<file path="src/dipb_pkg.sv">
`timescale 1ns / 1ps

package dipb_pkg;

    // stream and configuration port widths
    localparam int IN_DATA_W  = 56;
    localparam int OUT_DATA_W = 48;
    localparam int CFG_ADDR_W = 3;
    localparam int CFG_DATA_W = 48;

    // configuration register indexes
    localparam logic [CFG_ADDR_W-1:0] CFG_IW_GAINS   = 3'd0;
    localparam logic [CFG_ADDR_W-1:0] CFG_BWA_GAINS  = 3'd1;
    localparam logic [CFG_ADDR_W-1:0] CFG_SPD_GAINS  = 3'd2;
    localparam logic [CFG_ADDR_W-1:0] CFG_IW_SP      = 3'd3;
    localparam logic [CFG_ADDR_W-1:0] CFG_BW_SP      = 3'd4;
    localparam logic [CFG_ADDR_W-1:0] CFG_DUTY_MAX   = 3'd5;
    localparam logic [CFG_ADDR_W-1:0] CFG_DUTY_MIN   = 3'd6;
    localparam logic [CFG_ADDR_W-1:0] CFG_LOOP_EN    = 3'd7;

    // microprogram counter width and jump targets
    localparam int PC_W = 5;
    localparam logic [PC_W-1:0] ST_BW_UPD = 5'd10;
    localparam logic [PC_W-1:0] ST_IW     = 5'd11;
    localparam logic [PC_W-1:0] ST_OFF    = 5'd17;
    localparam logic [PC_W-1:0] ST_DONE   = 5'd18;

    typedef enum logic [2:0] {
        OP_NOP,
        OP_ERR,
        OP_MUL,
        OP_DELTA,
        OP_UPD,
        OP_CLEAR,
        OP_OUT
    } op_t;

    typedef enum logic [1:0] {
        LP_BW,
        LP_SPD,
        LP_IW
    } loop_t;

    typedef enum logic [1:0] {
        TM_P,
        TM_I,
        TM_D
    } term_t;

    typedef enum logic [2:0] {
        CD_NEXT,
        CD_ALWAYS,
        CD_NO_DRIVE,
        CD_NO_BW,
        CD_NO_SPD,
        CD_NO_IW
    } cond_t;

    typedef struct packed {
        op_t              op;
        loop_t            lp;
        term_t            term;
        cond_t            cond;
        logic [PC_W-1:0]  target;
        logic             last;
    } ctrl_word_t;

    typedef struct packed {
        logic drive;
        logic bw_en;
        logic spd_en;
        logic iw_en;
    } cond_flags_t;

    function automatic ctrl_word_t mk(
        input op_t             op,
        input loop_t           lp,
        input term_t           tm,
        input cond_t           cd,
        input logic [PC_W-1:0] tgt,
        input logic            last
    );
        ctrl_word_t w;
        w.op     = op;
        w.lp     = lp;
        w.term   = tm;
        w.cond   = cd;
        w.target = tgt;
        w.last   = last;
        return w;
    endfunction

    // control store: three products per loop through one multiplier
    function automatic ctrl_word_t ucode(input logic [PC_W-1:0] pc);
        ctrl_word_t w;
        case (pc)
            5'd0:    w = mk(OP_ERR,   LP_BW,  TM_P, CD_NO_DRIVE, ST_OFF,    1'b0);
            5'd1:    w = mk(OP_MUL,   LP_BW,  TM_P, CD_NO_BW,    ST_IW,     1'b0);
            5'd2:    w = mk(OP_MUL,   LP_BW,  TM_I, CD_NEXT,     ST_DONE,   1'b0);
            5'd3:    w = mk(OP_MUL,   LP_BW,  TM_D, CD_NEXT,     ST_DONE,   1'b0);
            5'd4:    w = mk(OP_DELTA, LP_BW,  TM_P, CD_NO_SPD,   ST_BW_UPD, 1'b0);
            5'd5:    w = mk(OP_ERR,   LP_SPD, TM_P, CD_NEXT,     ST_DONE,   1'b0);
            5'd6:    w = mk(OP_MUL,   LP_SPD, TM_P, CD_NEXT,     ST_DONE,   1'b0);
            5'd7:    w = mk(OP_MUL,   LP_SPD, TM_I, CD_NEXT,     ST_DONE,   1'b0);
            5'd8:    w = mk(OP_MUL,   LP_SPD, TM_D, CD_NEXT,     ST_DONE,   1'b0);
            5'd9:    w = mk(OP_DELTA, LP_SPD, TM_P, CD_NEXT,     ST_DONE,   1'b0);
            5'd10:   w = mk(OP_UPD,   LP_BW,  TM_P, CD_NEXT,     ST_DONE,   1'b0);
            5'd11:   w = mk(OP_ERR,   LP_IW,  TM_P, CD_NO_IW,    ST_DONE,   1'b0);
            5'd12:   w = mk(OP_MUL,   LP_IW,  TM_P, CD_NEXT,     ST_DONE,   1'b0);
            5'd13:   w = mk(OP_MUL,   LP_IW,  TM_I, CD_NEXT,     ST_DONE,   1'b0);
            5'd14:   w = mk(OP_MUL,   LP_IW,  TM_D, CD_NEXT,     ST_DONE,   1'b0);
            5'd15:   w = mk(OP_DELTA, LP_IW,  TM_P, CD_NEXT,     ST_DONE,   1'b0);
            5'd16:   w = mk(OP_UPD,   LP_IW,  TM_P, CD_ALWAYS,   ST_DONE,   1'b0);
            5'd17:   w = mk(OP_CLEAR, LP_BW,  TM_P, CD_NEXT,     ST_DONE,   1'b0);
            5'd18:   w = mk(OP_OUT,   LP_BW,  TM_P, CD_NEXT,     ST_DONE,   1'b1);
            default: w = mk(OP_NOP,   LP_BW,  TM_P, CD_ALWAYS,   ST_DONE,   1'b0);
        endcase
        return w;
    endfunction

endpackage

</file>
<file path="src/dipb_sequencer.sv">
`timescale 1ns / 1ps

module dipb_sequencer (
    input  logic                     clk,
    input  logic                     rst_n,
    input  logic                     start,
    input  logic                     hold,
    input  dipb_pkg::cond_flags_t    flags,
    output logic                     busy,
    output dipb_pkg::ctrl_word_t     ctrl
);
    import dipb_pkg::*;

    logic            busy_reg;
    logic            busy_next;
    logic [PC_W-1:0] pc_reg;
    logic [PC_W-1:0] pc_next;
    logic            take;

    assign ctrl = ucode(pc_reg);
    assign busy = busy_reg;

    // jump condition decode
    always_comb
    begin
        unique case (ctrl.cond)
            CD_NEXT:     take = 1'b0;
            CD_ALWAYS:   take = 1'b1;
            CD_NO_DRIVE: take = !flags.drive;
            CD_NO_BW:    take = !flags.bw_en;
            CD_NO_SPD:   take = !flags.spd_en;
            CD_NO_IW:    take = !flags.iw_en;
            default:     take = 1'b0;
        endcase
    end

    always_comb
    begin
        busy_next = busy_reg;
        pc_next   = pc_reg;
        if (!busy_reg)
        begin
            if (start)
            begin
                busy_next = 1'b1;
                pc_next   = '0;
            end
        end
        else if (!hold)
        begin
            if (ctrl.last)
                busy_next = 1'b0;
            else if (take)
                pc_next = ctrl.target;
            else
                pc_next = pc_reg + PC_W'(1);
        end
    end

    always_ff @(posedge clk or negedge rst_n)
    begin
        if (!rst_n)
        begin
            busy_reg <= 1'b0;
            pc_reg   <= '0;
        end
        else
        begin
            busy_reg <= busy_next;
            pc_reg   <= pc_next;
        end
    end

endmodule

</file>
<file path="src/dual_incremental_pid_balance_unit.sv">
`timescale 1ns / 1ps

// dual incremental pid balance unit: each input transaction carries the bottom
// wheel and inertia wheel tilt angles (q8.8), the encoder count of the tick
// and a drive enable; each one yields exactly one output transaction with both
// saturated duty accumulators (q15.8). a small microprogram steps one shared
// 16 x n multiplier through the kp, ki and kd products of each active loop
// (bottom angle loop, optional speed cascade, inertia loop), one control word
// per cycle while the result step is not held by a full output register. the
// input is ready only while the sequencer is idle, so a new transaction is
// taken only after the last one has loaded its result into the output
// register. a finished result waits in the output register while the next
// transaction is already being worked on. configuration registers are written
// only while the unit is idle, a rule for the user that the unit does not enforce.
module dual_incremental_pid_balance_unit #(
    parameter int FRAC_BITS  = 8,
    parameter int DUTY_WIDTH = 24
) (
    input  logic                                clk,
    input  logic                                rst_n,
    // configuration write port
    input  logic                                cfg_wr_en,
    input  logic [dipb_pkg::CFG_ADDR_W-1:0]     cfg_addr,
    input  logic [dipb_pkg::CFG_DATA_W-1:0]     cfg_wdata,
    // input stream
    input  logic                                s_axis_tvalid,
    output logic                                s_axis_tready,
    // bw_angle[15:0], iw_angle[31:16], encoder_count[47:32], drive_enable[48]
    input  logic [dipb_pkg::IN_DATA_W-1:0]      s_axis_tdata,
    // output stream
    output logic                                m_axis_tvalid,
    input  logic                                m_axis_tready,
    // bw_duty[23:0], iw_duty[47:24]
    output logic [dipb_pkg::OUT_DATA_W-1:0]     m_axis_tdata
);
    import dipb_pkg::*;

    // error width covers the speed loop error, the widest of the three
    localparam int EW  = ((DUTY_WIDTH - FRAC_BITS > 16) ? DUTY_WIDTH - FRAC_BITS : 16) + 1;
    localparam int TW  = EW + 2;           // multiplier term
    localparam int PW  = TW + 16;          // product
    localparam int SW  = PW + 2;           // sum of three products
    localparam int CW  = (DUTY_WIDTH + 1 > 25) ? DUTY_WIDTH + 1 : 25;
    localparam int OW  = (DUTY_WIDTH > 24) ? DUTY_WIDTH : 24;
    localparam int DW1 = DUTY_WIDTH + 1;

    localparam logic signed [SW-1:0] SAT_HI =
        SW'((64'sd1 <<< (DUTY_WIDTH - 1)) - 64'sd1);
    localparam logic signed [SW-1:0] SAT_LO = ~SAT_HI;
    localparam logic [DW1-1:0] TRUNC_BIAS = DW1'((64'd1 << FRAC_BITS) - 64'd1);

    function automatic logic signed [DUTY_WIDTH-1:0] sat_duty(
        input logic signed [SW-1:0] v
    );
        logic signed [SW-1:0] r;
        r = v;
        if (v > SAT_HI)
            r = SAT_HI;
        else if (v < SAT_LO)
            r = SAT_LO;
        return r[DUTY_WIDTH-1:0];
    endfunction

    // configuration registers
    logic [47:0]        iw_gains_reg;
    logic [47:0]        bwa_gains_reg;
    logic [47:0]        spd_gains_reg;
    logic signed [15:0] iw_sp_reg;
    logic signed [15:0] bw_sp_reg;
    logic [22:0]        duty_max_reg;
    logic signed [23:0] duty_min_reg;
    logic [2:0]         loop_en_reg;

    // latched input transaction
    logic signed [15:0] bw_angle_reg;
    logic signed [15:0] iw_angle_reg;
    logic signed [15:0] enc_reg;
    logic               drive_reg;

    // datapath registers
    logic signed [EW-1:0]         err_reg;
    logic signed [PW-1:0]         prod_reg;
    logic signed [SW-1:0]         sum_reg;
    logic signed [DUTY_WIDTH-1:0] delta_reg;

    // loop state
    logic signed [16:0]           bw_h0_reg;
    logic signed [16:0]           bw_h1_reg;
    logic signed [16:0]           iw_h0_reg;
    logic signed [16:0]           iw_h1_reg;
    logic signed [EW-1:0]         sp_h0_reg;
    logic signed [EW-1:0]         sp_h1_reg;
    logic signed [DUTY_WIDTH-1:0] bw_acc_reg;
    logic signed [DUTY_WIDTH-1:0] iw_acc_reg;

    // output register
    logic        out_valid_reg;
    logic        out_valid_next;
    logic [23:0] out_bw_reg;
    logic [23:0] out_iw_reg;

    // sequencer interface
    logic        accept;
    logic        busy;
    logic        hold;
    logic        exec;
    ctrl_word_t  ctrl;
    cond_flags_t flags;

    // datapath combinational signals
    logic [47:0]                  gains_sel;
    logic signed [EW-1:0]         h0_sel;
    logic signed [EW-1:0]         h1_sel;
    logic signed [EW-1:0]         err_new;
    logic signed [15:0]           gain_sel;
    logic signed [TW-1:0]         term_sel;
    logic signed [TW-1:0]         t_p;
    logic signed [TW-1:0]         t_i;
    logic signed [TW-1:0]         t_d;
    logic signed [PW-1:0]         prod_mul;
    logic signed [SW-1:0]         total;
    logic signed [SW-1:0]         delta_raw;
    logic signed [DUTY_WIDTH-1:0] delta_sat;
    logic signed [DW1-1:0]        trunc_sum;
    logic signed [DW1-1:0]        trunc_q;
    logic signed [DUTY_WIDTH-1:0] acc_sel;
    logic signed [CW-1:0]         upd_sum;
    logic signed [CW-1:0]         lim_hi;
    logic signed [CW-1:0]         lim_lo;
    logic signed [CW-1:0]         lim_val;
    logic signed [DUTY_WIDTH-1:0] upd_val;
    logic signed [OW-1:0]         bw_acc_ext;
    logic signed [OW-1:0]         iw_acc_ext;

    // handshakes
    assign s_axis_tready = !busy;
    assign accept        = s_axis_tvalid && s_axis_tready;
    assign m_axis_tvalid = out_valid_reg;
    assign m_axis_tdata  = {out_iw_reg, out_bw_reg};

    // only the result step can stall, when the output register is still full
    assign hold = busy && (ctrl.op == OP_OUT) && out_valid_reg && !m_axis_tready;
    assign exec = busy && !hold;

    assign flags.drive  = drive_reg;
    assign flags.bw_en  = loop_en_reg[0];
    assign flags.spd_en = loop_en_reg[1];
    assign flags.iw_en  = loop_en_reg[2];

    dipb_sequencer u_seq (
        .clk   (clk),
        .rst_n (rst_n),
        .start (accept),
        .hold  (hold),
        .flags (flags),
        .busy  (busy),
        .ctrl  (ctrl)
    );

    // speed error: angle delta truncated toward zero to an integer
    assign trunc_sum = DW1'(delta_reg) + (delta_reg[DUTY_WIDTH-1] ? signed'(TRUNC_BIAS) : '0);
    assign trunc_q   = trunc_sum >>> FRAC_BITS;

    // per-loop operand select
    always_comb
    begin
        unique case (ctrl.lp)
            LP_BW:
            begin
                gains_sel = bwa_gains_reg;
                h0_sel    = EW'(bw_h0_reg);
                h1_sel    = EW'(bw_h1_reg);
                err_new   = EW'(bw_sp_reg) - EW'(bw_angle_reg);
            end
            LP_SPD:
            begin
                gains_sel = spd_gains_reg;
                h0_sel    = sp_h0_reg;
                h1_sel    = sp_h1_reg;
                err_new   = EW'(trunc_q) - EW'(enc_reg);
            end
            LP_IW:
            begin
                gains_sel = iw_gains_reg;
                h0_sel    = EW'(iw_h0_reg);
                h1_sel    = EW'(iw_h1_reg);
                err_new   = EW'(iw_angle_reg) - EW'(iw_sp_reg);
            end
            default:
            begin
                gains_sel = '0;
                h0_sel    = '0;
                h1_sel    = '0;
                err_new   = '0;
            end
        endcase
    end

    // incremental pid terms: e - e1, e, e + e2 - 2*e1
    assign t_p = TW'(err_reg) - TW'(h0_sel);
    assign t_i = TW'(err_reg);
    assign t_d = TW'(err_reg) + TW'(h1_sel) - (TW'(h0_sel) <<< 1);

    always_comb
    begin
        unique case (ctrl.term)
            TM_P:
            begin
                gain_sel = signed'(gains_sel[47:32]);
                term_sel = t_p;
            end
            TM_I:
            begin
                gain_sel = signed'(gains_sel[31:16]);
                term_sel = t_i;
            end
            TM_D:
            begin
                gain_sel = signed'(gains_sel[15:0]);
                term_sel = t_d;
            end
            default:
            begin
                gain_sel = '0;
                term_sel = '0;
            end
        endcase
    end

    // shared multiplier, registered before the accumulate
    assign prod_mul = gain_sel * term_sel;
    assign total    = sum_reg + SW'(prod_reg);

    // angle loops drop the fraction of the q.2f sum, the speed loop is already q.f
    assign delta_raw = (ctrl.lp == LP_SPD) ? total : (total >>> FRAC_BITS);
    assign delta_sat = sat_duty(delta_raw);

    // accumulator update: upper limit wins over lower limit
    assign acc_sel = (ctrl.lp == LP_IW) ? iw_acc_reg : bw_acc_reg;
    assign upd_sum = CW'(acc_sel) + CW'(delta_reg);
    assign lim_hi  = CW'(signed'({1'b0, duty_max_reg}));
    assign lim_lo  = CW'(duty_min_reg);

    always_comb
    begin
        if (upd_sum > lim_hi)
            lim_val = lim_hi;
        else if (upd_sum < lim_lo)
            lim_val = lim_lo;
        else
            lim_val = upd_sum;
    end

    assign upd_val    = sat_duty(SW'(lim_val));
    assign bw_acc_ext = OW'(bw_acc_reg);
    assign iw_acc_ext = OW'(iw_acc_reg);

    // configuration writes
    always_ff @(posedge clk or negedge rst_n)
    begin
        if (!rst_n)
        begin
            iw_gains_reg  <= 48'h0A00_0000_0000;
            bwa_gains_reg <= 48'h0333_0000_0000;
            spd_gains_reg <= 48'h0100_0000_0000;
            iw_sp_reg     <= '0;
            bw_sp_reg     <= '0;
            duty_max_reg  <= 23'd25600;
            duty_min_reg  <= -24'sd25600;
            loop_en_reg   <= 3'b111;
        end
        else if (cfg_wr_en)
        begin
            unique case (cfg_addr)
                CFG_IW_GAINS:  iw_gains_reg  <= cfg_wdata;
                CFG_BWA_GAINS: bwa_gains_reg <= cfg_wdata;
                CFG_SPD_GAINS: spd_gains_reg <= cfg_wdata;
                CFG_IW_SP:     iw_sp_reg     <= signed'(cfg_wdata[15:0]);
                CFG_BW_SP:     bw_sp_reg     <= signed'(cfg_wdata[15:0]);
                CFG_DUTY_MAX:  duty_max_reg  <= cfg_wdata[22:0];
                CFG_DUTY_MIN:  duty_min_reg  <= signed'(cfg_wdata[23:0]);
                CFG_LOOP_EN:   loop_en_reg   <= cfg_wdata[2:0];
                default:       ;
            endcase
        end
    end

    // input latch and datapath payload
    always_ff @(posedge clk)
    begin
        if (accept)
        begin
            bw_angle_reg <= signed'(s_axis_tdata[15:0]);
            iw_angle_reg <= signed'(s_axis_tdata[31:16]);
            enc_reg      <= signed'(s_axis_tdata[47:32]);
        end
        if (exec)
        begin
            case (ctrl.op)
                OP_ERR:
                    err_reg <= err_new;
                OP_MUL:
                begin
                    prod_reg <= prod_mul;
                    sum_reg  <= (ctrl.term == TM_P) ? '0 : total;
                end
                OP_DELTA:
                    delta_reg <= delta_sat;
                OP_OUT:
                begin
                    out_bw_reg <= bw_acc_ext[23:0];
                    out_iw_reg <= iw_acc_ext[23:0];
                end
                default:
                    ;
            endcase
        end
    end

    always_comb
    begin
        out_valid_next = out_valid_reg;
        if (exec && (ctrl.op == OP_OUT))
            out_valid_next = 1'b1;
        else if (m_axis_tready)
            out_valid_next = 1'b0;
    end

    // loop state: error histories, duty accumulators, output valid
    always_ff @(posedge clk or negedge rst_n)
    begin
        if (!rst_n)
        begin
            drive_reg     <= 1'b0;
            bw_h0_reg     <= '0;
            bw_h1_reg     <= '0;
            iw_h0_reg     <= '0;
            iw_h1_reg     <= '0;
            sp_h0_reg     <= '0;
            sp_h1_reg     <= '0;
            bw_acc_reg    <= '0;
            iw_acc_reg    <= '0;
            out_valid_reg <= 1'b0;
        end
        else
        begin
            out_valid_reg <= out_valid_next;
            if (accept)
                drive_reg <= s_axis_tdata[48];
            if (exec)
            begin
                case (ctrl.op)
                    OP_DELTA:
                    begin
                        case (ctrl.lp)
                            LP_BW:
                            begin
                                bw_h1_reg <= bw_h0_reg;
                                bw_h0_reg <= err_reg[16:0];
                            end
                            LP_SPD:
                            begin
                                sp_h1_reg <= sp_h0_reg;
                                sp_h0_reg <= err_reg;
                            end
                            LP_IW:
                            begin
                                iw_h1_reg <= iw_h0_reg;
                                iw_h0_reg <= err_reg[16:0];
                            end
                            default:
                                ;
                        endcase
                    end
                    OP_UPD:
                    begin
                        if (ctrl.lp == LP_IW)
                            iw_acc_reg <= upd_val;
                        else
                            bw_acc_reg <= upd_val;
                    end
                    OP_CLEAR:
                    begin
                        bw_acc_reg <= '0;
                        iw_acc_reg <= '0;
                    end
                    default:
                        ;
                endcase
            end
        end
    end

    // an accepted transaction always starts the microprogram
    assert property (@(posedge clk) disable iff (!rst_n)
        accept |=> busy)
        else $error("sequencer did not start on an accepted transaction");

    // the result step always fills the output register
    assert property (@(posedge clk) disable iff (!rst_n)
        exec && (ctrl.op == OP_OUT) |=> out_valid_reg)
        else $error("result step did not load the output register");

    // loop state only moves while a transaction is being worked on
    assert property (@(posedge clk) disable iff (!rst_n)
        !busy |=> $stable(bw_acc_reg) && $stable(iw_acc_reg) && $stable(bw_h0_reg)
                  && $stable(iw_h0_reg) && $stable(sp_h0_reg))
        else $error("loop state changed while idle");

endmodule
</file>
<file path="config.mk">
export PLATFORM = sky130hd
export DESIGN_NAME = dual_incremental_pid_balance_unit
export DESIGN_NICKNAME = d
export VERILOG_FILES = /design/src/dipb_pkg.sv /design/src/dipb_sequencer.sv /design/src/dual_incremental_pid_balance_unit.sv
export SDC_FILE = /design/constraint.sdc
export NUM_CORES = 2
export LEC_CHECK = 0
export ABC_AREA = 1
export BUFFER_PORTS_ARGS = -buffer_cell sky130_fd_sc_hd__buf_2
export CAP_MARGIN = 0
export CORE_MARGIN = 1.5
export CORE_UTILIZATION = 40
export CTS_BUF_LIST = sky130_fd_sc_hd__clkbuf_4
export CTS_CLUSTER_DIAMETER = 150
export DETAILED_ROUTE_END_ITERATION = 6
export PLACE_DENSITY = 0.65
export RECOVER_POWER = 25
export REMOVE_ABC_BUFFERS = 1
export SYNTH_ARGS = -nofsm -noshare
export SYNTH_HDL_FRONTEND = slang
export SYNTH_SLANG_ARGS = --single-unit
</file>
<file path="constraint.sdc">
create_clock -name clk -period 9.15 [get_ports clk]
set_clock_uncertainty 0.1 [all_clocks]
set_input_delay 0 -clock clk [delete_from_list [all_inputs] [get_ports clk]]
set_output_delay 0 -clock clk [all_outputs]
set_load 0.03 [all_outputs]
</file>
# Word-level counts from Yosys, hierarchy flattened

Memories as Yosys holds them, arrays and structs flattened.
Cells that the tools add are included.
Widths: inputs -> output; s select.

Multiplexer cells: 30
Add/sub/neg operators: 10
$mul: 1
Equality and inequality tests: 26
Magnitude comparators: 6
Reduce and logical (&&, ||, !) cells: 37

Operators by type and width:

| operator             | count |
|---|---|
| $pmux 17 s3          | 3 |
| $mux 24              | 6 |
| $pmux 48 s3          | 1 |
| $pmux 24 s2          | 2 |
| $pmux 19 s3          | 1 |
| $mux 25              | 2 |
| $pmux 16 s3          | 1 |
| $add 37x35->37       | 1 |
| $gt 37x24->1 const B | 1 |
| $lt 37x24->1 const B | 1 |
| $mux 36              | 1 |
| $mul 16x19->35       | 1 |
| $sub 16x16->17       | 2 |
| $eq 3x3->1 const B   | 9 |
| $add 24x24->25       | 1 |
| $add 24x9->25        | 1 |
| $gt 25x24->1         | 1 |
| $gt 25x24->1 const B | 1 |
| $lt 25x24->1         | 1 |
| $lt 25x24->1 const B | 1 |
| $mux 5               | 5 |
| $reduce_and 2->1     | 12 |
| $sub 18x18->19       | 1 |
| $add 17x17->18       | 1 |
| 17 further kinds     | 53 |

Memories kept: 1
Memory bits (read-only): 480
Output and inout port bits: 50
Bits of input ports: 112
Register bits: 593
Word-level logic and storage cells: 140

Memory list:

| name            | depth | width | read ports | clocked after memory_dff | wr ports | RTL line       | RTL |
|---|---|---|---|---|---|---|---|
| (no name shown) | 32    | 15    | 1          | 0                        | 0        | dipb_pkg.sv:96 | `case (pc)` |

# Logic depth before layout (Yosys ltp)

An unclocked memory read counts as a cell.

Depth in word-level cells: 12
Depth in mapped cells: 59
Depth with buffers taken out: 55

# Modules after synthesis

From an unflattened synthesis, not the netlist that was laid out.

Cells, all modules: 5946
Area, all modules: 47136.5 sq um

By module, submodules not included:

| module                            | instances | area each (sq um) | seq. area each (sq um) | cells each |
|---|---|---|---|---|
| dual_incremental_pid_balance_unit | 1         | 46278.1           | 15768.9                | 5821 |
| dipb_sequencer                    | 1         | 858.3             | 150.1                  | 125 |

# Least setup slack after synthesis

OpenSTA, ideal clock, no wires.

Path type: register to register
Start point: reg u_seq.pc_reg[0]
End point: reg prod_reg[34], data pin
Cell stages (with the launch flop): 47
Setup time: 0.260 ns
Arrival time: 9.159 ns
Clock period less this slack: 9.519 ns
Slack: -0.369 ns
Buffers on the path: 6
Cells stage by stage: dfrtp_1 > inv_1 > ha_1 > nor2_1 > inv_1 > o22ai_4 > nand2_2 > inv_2 > buf_4 > buf_2 > buf_2 > a22o_1 > a21oi_1 > fa_1 > inv_1 > ha_1 > inv_1 > nor3_1 > (+11 left out) > clkbuf_1 > clkbuf_1 > xnor2_1 > ha_1 > inv_1 > fa_1 > inv_1 > fa_1 > inv_1 > fa_1 > inv_1 > ha_1 > inv_1 > nor3_1 > inv_1 > o311ai_0 > a21oi_1 > xnor2_1

Word-level cells in the longest chain between the ends: 7

RTL lines:

| element                                  | RTL line                                 | RTL |
|---|---|---|
| from (decl)                              | dipb_sequencer.sv:16                     | `logic [PC_W-1:0] pc_reg;` |
| from (signal assigned)                   | dipb_sequencer.sv:70                     | `pc_reg <= pc_next;` |
| $mem_v2 32x15 *                          | --                                       |  |
| $eq 2x2->1, or another cell as far along | dual_incremental_pid_balance_unit.sv:167 | `unique case (ctrl.lp)` |
| $pmux 17 s3                              | dual_incremental_pid_balance_unit.sv:167 |  |
| $add 17x17->18                           | dual_incremental_pid_balance_unit.sv:202 | `assign t_d = TW'(err_reg) + TW'(h1_sel) - (TW'(h0_sel) <<< 1);` |
| $sub 18x18->19                           | dual_incremental_pid_balance_unit.sv:202 |  |
| $pmux 19 s3                              | dual_incremental_pid_balance_unit.sv:206 | `unique case (ctrl.term)` |
| $mul 16x19->35 *                         | dual_incremental_pid_balance_unit.sv:231 | `assign prod_mul = gain_sel * term_sel;` |
| named net prod_mul[34]                   | dual_incremental_pid_balance_unit.sv:120 | `logic signed [PW-1:0] prod_mul;` |
| to (signal assigned)                     | dual_incremental_pid_balance_unit.sv:304 | `prod_reg <= prod_mul;` |
| to (decl)                                | dual_incremental_pid_balance_unit.sv:82  | `logic signed [PW-1:0] prod_reg;` |

Mark *: on every way through the listed nets, which the timed path passes. The rest lies on a longest branch.
A chain may end at the register's enable or synchronous reset.

# Final worst setup path

Start point: reg u_seq.pc_reg[1]
End point: reg prod_reg[29], data pin

Same word-level chain as after synthesis.

==> run metrics <==
Post-synth ARST share=between 60% and 70%; violated checks=max-capacitance violations, max-slew violations, negative setup slack; Ports=162; top cell type's share of synthesized area=18.9%; global-route wire length before repair=233000 um; Critical Path AT=a little under 10 ns; count leader, synth=nand2_1; Synth Instances=between 5000 and 6000; Area Overhead vs Synth=23.8%; initial antenna violation count=8; drt first pass iters=7; row count=126; Vias=approximately 42000; DIE HEIGHT=347 um; Routed WL per cell=between 15 and 20 um; FF-to-FF End=prod_reg[29]$_DFFE_PP_; max-cap violation count=4; drt total wl=roughly 150000 um; post-synthesis simple-gate area fraction=between 20% and 30%; post-synthesis mux area share=less than 1%; fin crit share=100%; dpl hpwl=111000 um; Congestion Overflow GR=0; Num CTS Buffers=approximately 160; CP Launch Type=register; DR iter-0 viols=3571; Post-synth top flop=dfrtp_1; crit path kind=register to register; Final min period=between 9 and 10 ns; Worst path max stage delay=around 0.54 ns; Setup crit end=prod_reg[29]$_DFFE_PP_; Worst Setup SP=u_seq.pc_reg[1]$_DFFE_PN0P_; core area=118000 sq um; post-synthesis compound-gate area fraction=11.3%; worst r2r src=u_seq.pc_reg[1]$_DFFE_PN0P_; share of cells above drive strength 1=between 10% and 20%; via-per-instance ratio=slightly above 5; Slew Limit Fails=313; Hold/Removal Path Class=input pin to register; vias in the first global route=between 40000 and 50000; die width=approximately 350 um; GRT Total Usage=~25%; status=finished with violations; Routed Antenna Nets=0; endpoints failing setup=1; cell mode on critical path=fa_1; RePlAce Congestion=0.967; Levels on crit path=48; Worst R2R Setup Slack=-0.00002 ns; fin nets=about 7400; Post-Syn Area per Cell=approximately 8.0 sq um; clk_lat worst skew=approximately 1.1 ns; area of the multi-input gates=~28000 sq um; CP top delay family=adder cells; slew at the pin closest to its max-slew limit=between 5 and 6 ns; Fmax=between 100 and 150 MHz; Filler cells=roughly 11000; slowest CP cell=fa_1; leading area contributor after synthesis=dfrtp_1; Rel. slew slack=-287%; Crit. End Element=register; CP Buf/Inv Count=15; # clock sinks=~600; Post-synth EDFFs=roughly 210; Remaining DRCs=0; CTS Buffer Depth=3; H-tree depth=4; Design Area, Final=~59000 sq um; worst-path maximum fanout=8; top cells by area, synth=dfrtp_1 (19%), fa_1 (14%), edfxtp_1 (13%); Yosys reg bits=between 500 and 600; register area share after synthesis=between 30% and 40%; distinct cell type count after synthesis=70; slack of the critical path=-0.0000240 ns; main combinational cell family by area after synthesis=adder cells; pin count of the biggest net entering global routing=about 160; RSZ-0062 raised after global routing=yes; Die ar.=between 100000 and 150000 sq um; final hold vios=0; Synth Area in Adders=between 20% and 30%; placed cell areas=51800 sq um; clk slew on worst S/H paths=approximately 0.08 ns; synthesized cell area=roughly 47000 sq um; Sequential Area=15900 sq um; Root Driver=clkbuf_4; Yosys warning total=0; # port buffers=~150; initial cell density of the core=between 40 and 50%; top cells by count, synth=nand2_1 (1653), inv_1 (1053), o21ai_0 (475); Reg2Reg Depth=48; CTS tree=built; Crit path required time=roughly 10 ns; XOR/XNOR Fraction of Synth Area=roughly 1.9%
-- tightest hold or removal path, cell delays in order --
cell,delay (ns)
dlygate4sd3_1,0.52
buf_2,0.09
dlygate4sd3_1,0.53
-- cell families after synthesis --
kind of cell,after synthesis
and+or+nand+nor,2331
buffers and inverters,1274
AOI/OAI and AO/OA,954
adders and majority gates,614
DFF,593
xor gates and xnor gates,105
muxes,36
-- layout make-up --
class	instances	share of cell area (%)
Antenna cell	3	0.0128
Clock buffer	233	2.98
Multi-Input combinational cell	4041	47.8
Sequential cell	593	27.2
Timing Repair inverter	2	0.0341
Inverter	1091	7.07
Clock inverter	58	0.664
Timing Repair Buffer	792	11.0
Tap cell	1536	3.28
-- layout by cell type, fill, tap and decap left out, types with 189 or more instances in the layout --
cell type	count
o21ai_0	444
inv_1	992
nand2_1	1597
fa_1	302
dlygate4sd3_1	222
clkbuf_4	233
ha_1	245
nand3_1	189
buf_4	365
nor2_1	255
dfrtp_1	357
edfxtp_1	209
a21oi_1	247
-- layer usage --
| metal | GRT usage (%) | share of wire [%] | vias up |
|---|---|---|---|
| met4 | 6.80 | 2.2 | 2 |
| li1 | - | - | 20400 |
| met3 | 3.69 | 6.3 | 217 |
| met1 | 33.4 | 44 | 20500 |
| met5 | 0 | 0.0087 | - |
| met2 | 40.6 | 47 | 1342 |
-- how the worst min path moves through the flow --
| stage | startpoint | endpoint | cells past startpoint |
|---|---|---|---|
| CTS | cfg_wdata[12] | duty_max_reg[12]$_DFFE_PN0P_ | 4 |
| finish | s_axis_tdata[45] | enc_reg[13]$_DFFE_PP_ | 3 |
| detailed placement | rst_n | bwa_gains_reg[46]$_DFFE_PN0P_ | 1 |
| floorplan | rst_n | bw_acc_ext[0]$_DFFE_PN0P_ | 0 |
| global placement | rst_n | spd_gains_reg[46]$_DFFE_PN0P_ | 1 |
| global route | s_axis_tdata[45] | enc_reg[13]$_DFFE_PP_ | 3 |
-- metrics by stage --
step / setup TNS, ns / setup WS [ns] / hold WS (ns) / util [%] / instances
2_1_floorplan: -14.81 / -0.981 / -0.396 / - / 5724
3_3_place_gp: -2.63 / -0.306 / 0.0247 / 44.0 / 7762
3_5_place_dp: -3.87 / -0.380 / 0.0211 / 44.0 / 7762
4_1_cts: 0 / 0.000268 / 0.00316 / 48.5 / 8303
5_1_grt: -3.32 / -0.360 / 0.0321 / 49.8 / 8349
6_report: -0.0000240 / -0.0000240 / 0.111 / 49.8 / 8349
-- repair_timing --
action,4_1_cts,5_1_grt
gates cloned,2,4
gates resized for setup,144,317
pin swaps,69,200
setup endpoints to repair,19,22
setup buffers,26,40
endpoints found under the hold margin,543,0
hold buffers,223,0
Power is not shown: default switching activity piles up to over one toggle a cycle in this logic, so the estimate is an artifact.
